===== src/hdl/llba_pkg.sv =====
// Package for the least-loaded bin assigner: field widths, register codes and
// the control word passed from the register block to the core. No dependencies.
package llba_pkg;

	localparam int LOAD_W   = 48;
	localparam int WEIGHT_W = 32;
	localparam int COUNT_W  = 5;
	localparam int DATA_W   = 32;
	localparam int PADDR_W  = 3;

	localparam logic [LOAD_W-1:0] LOAD_MAX = {LOAD_W{1'b1}};

	localparam logic REG_BIN_COUNT = 1'b0;

	localparam logic [COUNT_W-1:0] BIN_COUNT_RESET = COUNT_W'(1);

	typedef struct packed {
		logic               clear;
		logic [COUNT_W-1:0] bin_count;
	} cfg_ctl_t;

endpackage


===== src/hdl/llba_ram.sv =====
// Generic single-write, single-read synchronous RAM with a registered read port.
// Stands alone; used for every memory of the bin assigner.
module llba_ram #(
	parameter int WIDTH = 48,
	parameter int DEPTH = 16
) (
	input  logic                                  clk,
	input  logic                                  we,
	input  logic [(DEPTH > 1 ? $clog2(DEPTH) : 1)-1:0] waddr,
	input  logic [WIDTH-1:0]                      wdata,
	input  logic                                  re,
	input  logic [(DEPTH > 1 ? $clog2(DEPTH) : 1)-1:0] raddr,
	output logic [WIDTH-1:0]                      rdata
);

	logic [WIDTH-1:0] mem [DEPTH];

	always_ff @(posedge clk) begin
		if (we) begin
			mem[waddr] <= wdata;
		end
		if (re) begin
			rdata <= mem[raddr];
		end
	end

endmodule


===== src/hdl/llba_cfg.sv =====
// APB register block of the bin assigner: holds bin_count and flags a clear of
// all bin loads on every write to it. Depends on llba_pkg.
module llba_cfg (
	input  logic                           clk,
	input  logic                           arst_n,
	input  logic                           psel,
	input  logic                           penable,
	input  logic                           pwrite,
	input  logic [llba_pkg::PADDR_W-1:0]   paddr,
	input  logic [llba_pkg::DATA_W-1:0]    pwdata,
	output logic [llba_pkg::DATA_W-1:0]    prdata,
	output logic                           pready,
	output llba_pkg::cfg_ctl_t             cfg_ctl
);

	import llba_pkg::*;

	logic               wr_count;
	logic [COUNT_W-1:0] bin_count_q;

	assign pready   = 1'b1;
	assign wr_count = psel && penable && pwrite && (paddr[2] == REG_BIN_COUNT);

	always_ff @(posedge clk or negedge arst_n) begin
		if (!arst_n) begin
			bin_count_q <= BIN_COUNT_RESET;
		end else if (wr_count) begin
			bin_count_q <= pwdata[COUNT_W-1:0];
		end
	end

	always_comb begin
		prdata = '0;
		if (paddr[2] == REG_BIN_COUNT) begin
			prdata = {{(DATA_W-COUNT_W){1'b0}}, bin_count_q};
		end
	end

	assign cfg_ctl.clear     = wr_count;
	assign cfg_ctl.bin_count = bin_count_q;

endmodule


===== src/hdl/llba_core.sv =====
// Sequencer of the bin assigner: reads the sorted loads from the RAM, adds the
// job to the first bin and walks it back into order. Depends on llba_pkg, llba_ram.
module llba_core #(
	parameter int MAX_BINS = 16
) (
	input  logic                            clk,
	input  logic                            arst_n,
	input  llba_pkg::cfg_ctl_t              cfg_ctl,
	input  logic                            in_valid,
	output logic                            in_stall,
	input  logic [llba_pkg::WEIGHT_W-1:0]   job_weight,
	input  logic                            restart,
	output logic                            out_valid,
	input  logic                            out_stall,
	output logic [llba_pkg::LOAD_W-1:0]     assigned_load,
	output logic [llba_pkg::LOAD_W-1:0]     max_load,
	output logic                            saturated
);

	import llba_pkg::*;

	localparam int IDX_W = (MAX_BINS > 1) ? $clog2(MAX_BINS) : 1;

	localparam logic [2:0] ST_IDLE = 3'd0;
	localparam logic [2:0] ST_LOAD = 3'd1;
	localparam logic [2:0] ST_SCAN = 3'd2;
	localparam logic [2:0] ST_FIN  = 3'd3;
	localparam logic [2:0] ST_DONE = 3'd4;

	logic [2:0]          state_q;
	logic [IDX_W-1:0]    idx_q;
	logic [IDX_W-1:0]    last;
	logic [WEIGHT_W-1:0] weight_q;
	logic [LOAD_W-1:0]   sum_q;
	logic                sat_q;
	logic [LOAD_W-1:0]   max_q;
	logic [MAX_BINS-1:0] valid_q;
	logic                out_valid_q;
	logic [LOAD_W-1:0]   out_load_q;
	logic [LOAD_W-1:0]   out_max_q;
	logic                out_sat_q;

	logic                accept;
	logic                out_free;
	logic                rd_en;
	logic [IDX_W-1:0]    rd_addr;
	logic [LOAD_W-1:0]   rd_data;
	logic [LOAD_W-1:0]   rd_load;
	logic                wr_en;
	logic [IDX_W-1:0]    wr_addr;
	logic [LOAD_W-1:0]   wr_data;
	logic [LOAD_W:0]     sum_ext;
	logic [LOAD_W-1:0]   new_max;

	always_comb begin
		if (cfg_ctl.bin_count == '0) begin
			last = '0;
		end else if (int'(cfg_ctl.bin_count) > MAX_BINS) begin
			last = IDX_W'(MAX_BINS - 1);
		end else begin
			last = IDX_W'(cfg_ctl.bin_count - COUNT_W'(1));
		end
	end

	assign in_stall = (state_q != ST_IDLE);
	assign accept   = in_valid && !in_stall;
	assign out_free = !out_valid_q || !out_stall;

	assign rd_load = valid_q[idx_q] ? rd_data : '0;
	assign sum_ext = {1'b0, rd_load} + {{(LOAD_W+1-WEIGHT_W){1'b0}}, weight_q};
	assign new_max = (sum_q > max_q) ? sum_q : max_q;

	always_comb begin
		rd_en   = 1'b0;
		rd_addr = idx_q;
		wr_en   = 1'b0;
		wr_addr = idx_q;
		wr_data = sum_q;
		case (state_q)
			ST_IDLE: begin
				rd_en   = accept;
				rd_addr = '0;
			end
			ST_LOAD: begin
				rd_en   = (last != '0);
				rd_addr = IDX_W'(1);
			end
			ST_SCAN: begin
				wr_en   = 1'b1;
				wr_addr = idx_q - IDX_W'(1);
				wr_data = (rd_load <= sum_q) ? rd_load : sum_q;
				rd_en   = (rd_load <= sum_q) && (idx_q != last);
				rd_addr = idx_q + IDX_W'(1);
			end
			ST_FIN: begin
				wr_en   = 1'b1;
				wr_addr = idx_q;
				wr_data = sum_q;
			end
			default: begin
			end
		endcase
	end

	llba_ram #(
		.WIDTH(LOAD_W),
		.DEPTH(MAX_BINS)
	) u_loads (
		.clk  (clk),
		.we   (wr_en),
		.waddr(wr_addr),
		.wdata(wr_data),
		.re   (rd_en),
		.raddr(rd_addr),
		.rdata(rd_data)
	);

	always_ff @(posedge clk or negedge arst_n) begin
		if (!arst_n) begin
			state_q     <= ST_IDLE;
			idx_q       <= '0;
			valid_q     <= '0;
			max_q       <= '0;
			out_valid_q <= 1'b0;
		end else begin
			if (out_valid_q && !out_stall) begin
				out_valid_q <= 1'b0;
			end
			if (cfg_ctl.clear) begin
				valid_q <= '0;
				max_q   <= '0;
			end
			if (wr_en) begin
				valid_q[wr_addr] <= 1'b1;
			end
			case (state_q)
				ST_IDLE: begin
					idx_q <= '0;
					if (accept) begin
						if (restart) begin
							valid_q <= '0;
							max_q   <= '0;
						end
						state_q <= ST_LOAD;
					end
				end
				ST_LOAD: begin
					if (last == '0) begin
						idx_q   <= '0;
						state_q <= ST_FIN;
					end else begin
						idx_q   <= IDX_W'(1);
						state_q <= ST_SCAN;
					end
				end
				ST_SCAN: begin
					if (rd_load > sum_q) begin
						state_q <= ST_DONE;
					end else if (idx_q == last) begin
						state_q <= ST_FIN;
					end else begin
						idx_q <= idx_q + IDX_W'(1);
					end
				end
				ST_FIN: begin
					state_q <= ST_DONE;
				end
				ST_DONE: begin
					if (out_free) begin
						out_valid_q <= 1'b1;
						max_q       <= new_max;
						state_q     <= ST_IDLE;
					end
				end
				default: begin
					state_q <= ST_IDLE;
				end
			endcase
		end
	end

	always_ff @(posedge clk) begin
		if (accept) begin
			weight_q <= job_weight;
		end
		if (state_q == ST_LOAD) begin
			sum_q <= sum_ext[LOAD_W] ? LOAD_MAX : sum_ext[LOAD_W-1:0];
			sat_q <= sum_ext[LOAD_W];
		end
		if ((state_q == ST_DONE) && out_free) begin
			out_load_q <= sum_q;
			out_max_q  <= new_max;
			out_sat_q  <= sat_q;
		end
	end

	assign out_valid     = out_valid_q;
	assign assigned_load = out_load_q;
	assign max_load      = out_max_q;
	assign saturated     = out_sat_q;

endmodule


===== src/hdl/least_loaded_bin_assigner_top.sv =====
// Top level of the least-loaded bin assigner: ties the APB register block to
// the RAM-based sequencer. Depends on llba_pkg, llba_cfg, llba_core.
// With N bins in use a job word walks through at most N loads of the load RAM, and its
// result word appears once that walk has finished; no new job is taken meanwhile.
// A stalled result holds the next job back only once that job's walk has finished.
// Reset sets bin_count to one and marks every load as zero; no clearing pass.
module least_loaded_bin_assigner_top #(
	parameter int MAX_BINS = 16
) (
	input  logic                            clk,
	input  logic                            arst_n,
	input  logic                            psel,
	input  logic                            penable,
	input  logic                            pwrite,
	input  logic [llba_pkg::PADDR_W-1:0]    paddr,
	input  logic [llba_pkg::DATA_W-1:0]     pwdata,
	output logic [llba_pkg::DATA_W-1:0]     prdata,
	output logic                            pready,
	input  logic                            in_valid,
	output logic                            in_stall,
	input  logic [llba_pkg::WEIGHT_W-1:0]   job_weight,
	input  logic                            restart,
	output logic                            out_valid,
	input  logic                            out_stall,
	output logic [llba_pkg::LOAD_W-1:0]     assigned_load,
	output logic [llba_pkg::LOAD_W-1:0]     max_load,
	output logic                            saturated
);

	import llba_pkg::*;

	cfg_ctl_t cfg_ctl;

	llba_cfg u_cfg (
		.clk    (clk),
		.arst_n (arst_n),
		.psel   (psel),
		.penable(penable),
		.pwrite (pwrite),
		.paddr  (paddr),
		.pwdata (pwdata),
		.prdata (prdata),
		.pready (pready),
		.cfg_ctl(cfg_ctl)
	);

	llba_core #(
		.MAX_BINS(MAX_BINS)
	) u_core (
		.clk          (clk),
		.arst_n       (arst_n),
		.cfg_ctl      (cfg_ctl),
		.in_valid     (in_valid),
		.in_stall     (in_stall),
		.job_weight   (job_weight),
		.restart      (restart),
		.out_valid    (out_valid),
		.out_stall    (out_stall),
		.assigned_load(assigned_load),
		.max_load     (max_load),
		.saturated    (saturated)
	);

endmodule


===== config.mk =====
export PLATFORM = sky130hd
export DESIGN_NAME = least_loaded_bin_assigner_top
export DESIGN_NICKNAME = d
export VERILOG_FILES = /design/src/hdl/llba_pkg.sv /design/src/hdl/llba_ram.sv /design/src/hdl/llba_cfg.sv /design/src/hdl/llba_core.sv /design/src/hdl/least_loaded_bin_assigner_top.sv
export SDC_FILE = /design/constraint.sdc
export NUM_CORES = 1
export LEC_CHECK = 0
export BUFFER_PORTS_ARGS = -buffer_cell sky130_fd_sc_hd__buf_2
export CORE_ASPECT_RATIO = 1.5
export CORE_MARGIN = 1.5
export CORE_UTILIZATION = 40
export CTS_BUF_LIST = sky130_fd_sc_hd__clkbuf_4 sky130_fd_sc_hd__clkbuf_8
export DETAILED_ROUTE_END_ITERATION = 7
export SLEW_MARGIN = 20
export SYNTH_ARGS = -nofsm -noshare
export SYNTH_HDL_FRONTEND = slang
export SYNTH_SLANG_ARGS = --single-unit
export TNS_END_PERCENT = 5

===== constraint.sdc =====
create_clock -name clk -period 7.2 [get_ports clk]
set_input_delay 0.72 -clock clk [delete_from_list [all_inputs] [get_ports clk]]
set_output_delay 0.72 -clock clk [all_outputs]
set_load 0.01 [all_outputs]

==> results.toml <==
[critical_path]
critPathArrivalTime_ns = 7.09
cp-startpoint = "u_core.idx_q[0]$_DFFE_PN0P_"
crit_path_max_fanout = 25
cp.required_ns = 7.89
reg2reg_slack_ns = 0.80
reg2reg_from = "u_core.idx_q[0]$_DFFE_PN0P_"
reg2regPathDepth = 21
worstSetupEndpoint = "u_core.sum_q[45]$_SDFFCE_PP1P_"
endpoint_kind = "flop"
worstSetupPathType = "flop to flop"
start_kind = "flop"
r2r-end = "u_core.sum_q[45]$_SDFFCE_PP1P_"

[clocking]
clock-sinks = 1071
cts-htree-levels = 4
path_clk_slew_ns = 0.07
cts_tree = "done"
cts_root_buf = "clkbuf_8"
clk_latency_ns = 0.85
cts_setup_buffers = 0
cts_made_buffers = 147
clock_path_buffers = 3

[synthesis]
yosys_warnings = 0
synth_area_leaders = "edfxtp_1, nand2_1, dfrtp_1"
synthesis.area_um2 = 46600
synth_area_leader_cell = "edfxtp_1"
synth_seq_cells = 1071
synth_enable_flop_cells = 994
netlist_instances = 3547
yosys.cell_types.count = 74
async_reset_ff_frac = 0.0719
avgSynthCellArea_um2 = 13.1
synth_ff_type = "edfxtp_1"
netlist.area_leader.share = 0.640
yosysSeqAreaShare = 0.681

[sta]
period_needed_ns = 6.40
finalMaxSlewViolations = 0
grt_setup_unrepaired = "no"
max_slew.worst_pin.slew_ns = 1.06
slew_headroom = 0.296
max_freq_mhz = 156
hold_viol_final = 0
finalClockSkew_ns = 0.0357
fin_setup_tns_ns = 0
final-setup-viol-count = 0
fin_crit_sh = 0.889

[finish]
num-fill-cells = 10272
layout_common_cells = "edfxtp_1, nand2_1, a211oi_1"
areaGrowthSynthToFinish_pct = 12.3
final_nets = 3922
layout-drive-gt1-share = 0.138
final_util = 0.452
regArea_um2 = 31800
multi_input_area_um2 = 13700
final_common_cell = "edfxtp_1"

[run]
drv_cap = 0

[place]
detailed_place_hpwl_um = 69900
gp_congestion = 0.913
port_buffers = 149

[route]
ant_nets = 0
first_pass_iters = 7
vias = 29581
drc = 0
routed_wl_um = 120000
first_iter_violations = 2273
avgRoutedWirePerCell_um = 22.4
vias_per_cell = 5.49

[power]
p_leak_nw = 18.5
powerDensity_nw_per_um2 = 417
peakVddDrop_mv = 0.625

[grt]
grt_pass1_wl_um = 177000
grt_use_total = 0.201
antenna_found_initial = 2
grt_max_degree = 181
grt_pass1_vias = 28524
gr-total-overflow = 0

[floorplan]
design.die.area_um2 = 119000
initial_core_util = 0.403
core_um2 = 116000
top_level_ports = 207
die_w_um = 282
rows = 153
die_y_um = 421

[status]
status = "finished, final reports clean"

[hold_path]
min_path_type = "input pin to flop"
[critical path, cell delays in order (launching register included)]
cell       delay, ns
dfrtp_1         0.42
buf_4           0.27
mux2i_1         0.11
a221o_1         0.51
o22ai_4         0.36
buf_4           0.45
buf_4           0.32
nand2_1         0.12
inv_1           0.07
ha_1            0.16
inv_1           0.06
fa_1            0.40
nor2b_1         0.27
o2111ai_1       0.26
a21oi_1         0.32
o211ai_1        0.21
a311oi_1        0.40
a311oi_1        0.20
o211ai_1        0.54
buf_4           0.29
nand4_1         0.24
a21oi_1         0.20
[cell usage after synthesis, types with 5 or more instances]
library cell  count
edfxtp_1        994
nand2_1         534
a211oi_1        244
and2_1          220
clkbuf_1        199
a21oi_1         161
inv_1           133
ha_1            129
o21ai_0         112
a31oi_1         108
a311oi_1         98
nor2_1           90
dfrtp_1          76
a22o_1           48
mux2_2           40
a21o_1           35
nand3_1          30
buf_4            28
xnor2_1          26
nor3_1           19
nand4_1          18
and3_1           15
nor2b_1          14
o211ai_1         12
o21a_1           10
and2_0            9
mux2i_1           9
xor2_1            9
and4_1            8
nand2b_1          8
o22ai_1           8
buf_2             7
o31ai_1           7
or3_1             6
a221o_1           5
buf_1             5
o21bai_1          5
[worst min-delay path by stage]
stage	startpoint	end	slack [ns]	cells past startpoint
global route	job_weight[23]	u_core.weight_q[23]$_DFFE_PP_	-0.003	1
detailed placement	u_core.sat_q$_DFFE_PP_	u_core.saturated$_DFFE_PP_	0.46	0
CTS	job_weight[23]	u_core.weight_q[23]$_DFFE_PP_	0.00009	1
floorplan	u_core.sat_q$_DFFE_PP_	u_core.saturated$_DFFE_PP_	0.40	0
finish	job_weight[23]	u_core.weight_q[23]$_DFFE_PP_	0.07	1
global placement	u_core.sat_q$_DFFE_PP_	u_core.saturated$_DFFE_PP_	0.46	0
[cell type report]
| class | instances | area share |
|---|---|---|
| Antenna cell | 2 | 0.0000956 |
| Clock buffer | 190 | 0.0461 |
| Clock inverter | 75 | 0.00925 |
| Inverter | 133 | 0.00958 |
| Multi-Input combinational cell | 2129 | 0.261 |
| Sequential cell | 1071 | 0.607 |
| Tap cell | 1550 | 0.0370 |
| Timing Repair Buffer | 235 | 0.0302 |
[sequential cells by signal, summed over array words and instances (netlist names), 3 cells and up]
signal                cells
u_core.u_loads.rdata     48
u_core.max_q             48
u_core.max_load          48
u_core.sum_q             48
u_core.idx_q              4
u_core.state_q            3
u_core.valid_q           16
u_cfg.bin_count_q         5
u_core.assigned_load     48
u_core.u_loads.mem      768
u_core.weight_q          32
[what timing repair did]
action                                 in CTS  in global routing
endpoints found under the hold margin      35                  0
hold buffers                               14                  0
resized for setup                           0                  0
[through the flow]
stage | total power, mW | instance area (µm²) | hold WS, ns | setup WS, ns | instances
final | 21.8 | 52400 | 0.0706 | 0.801 | 5385
after global routing | 23.0 | 52400 | -0.00329 | 0.466 | 5385
after CTS | 21.9 | 52300 | 0.0000887 | 0.879 | 5382
after detailed placement | 17.3 | 49300 | 0.455 | 0.912 | 5103
after global placement | 17.1 | 49300 | 0.455 | 0.956 | 5102
after floorplan | 14.6 | 46700 | 0.400 | 1.58 | 3573
[power by group]
group	internal [mW]	switching (mW)	total, mW
clock	2.38	2.26	4.64
combinational	2.45	5.12	7.57
sequential	9.00	0.616	9.62
[cell families (layout without fill, tap and decap cells)]
logic type	after synthesis	after routing	synth area share
fa+ha+maj	131	131	0.0353
buf+inv	373	633	0.0326
compound gates	895	895	0.132
mux	51	51	0.0127
other cells	2	30	0.000161
xor+xnor	35	35	0.00657
simple gates	989	989	0.0988
flops	1071	1071	0.681
[metal layers]
| metal | global-route usage | vias to the layer above | share of wire |
|---|---|---|---|
| met1 | 0.240 | 14720 | 0.39 |
| met2 | 0.360 | 938 | 0.52 |
| met5 | 0 | - | 0 |
| met4 | 0.0826 | 0 | 0.036 |
| li1 | - | 13695 | - |
| met3 | 0.0304 | 228 | 0.052 |
Note: power is estimated with default switching activity, not from simulation.
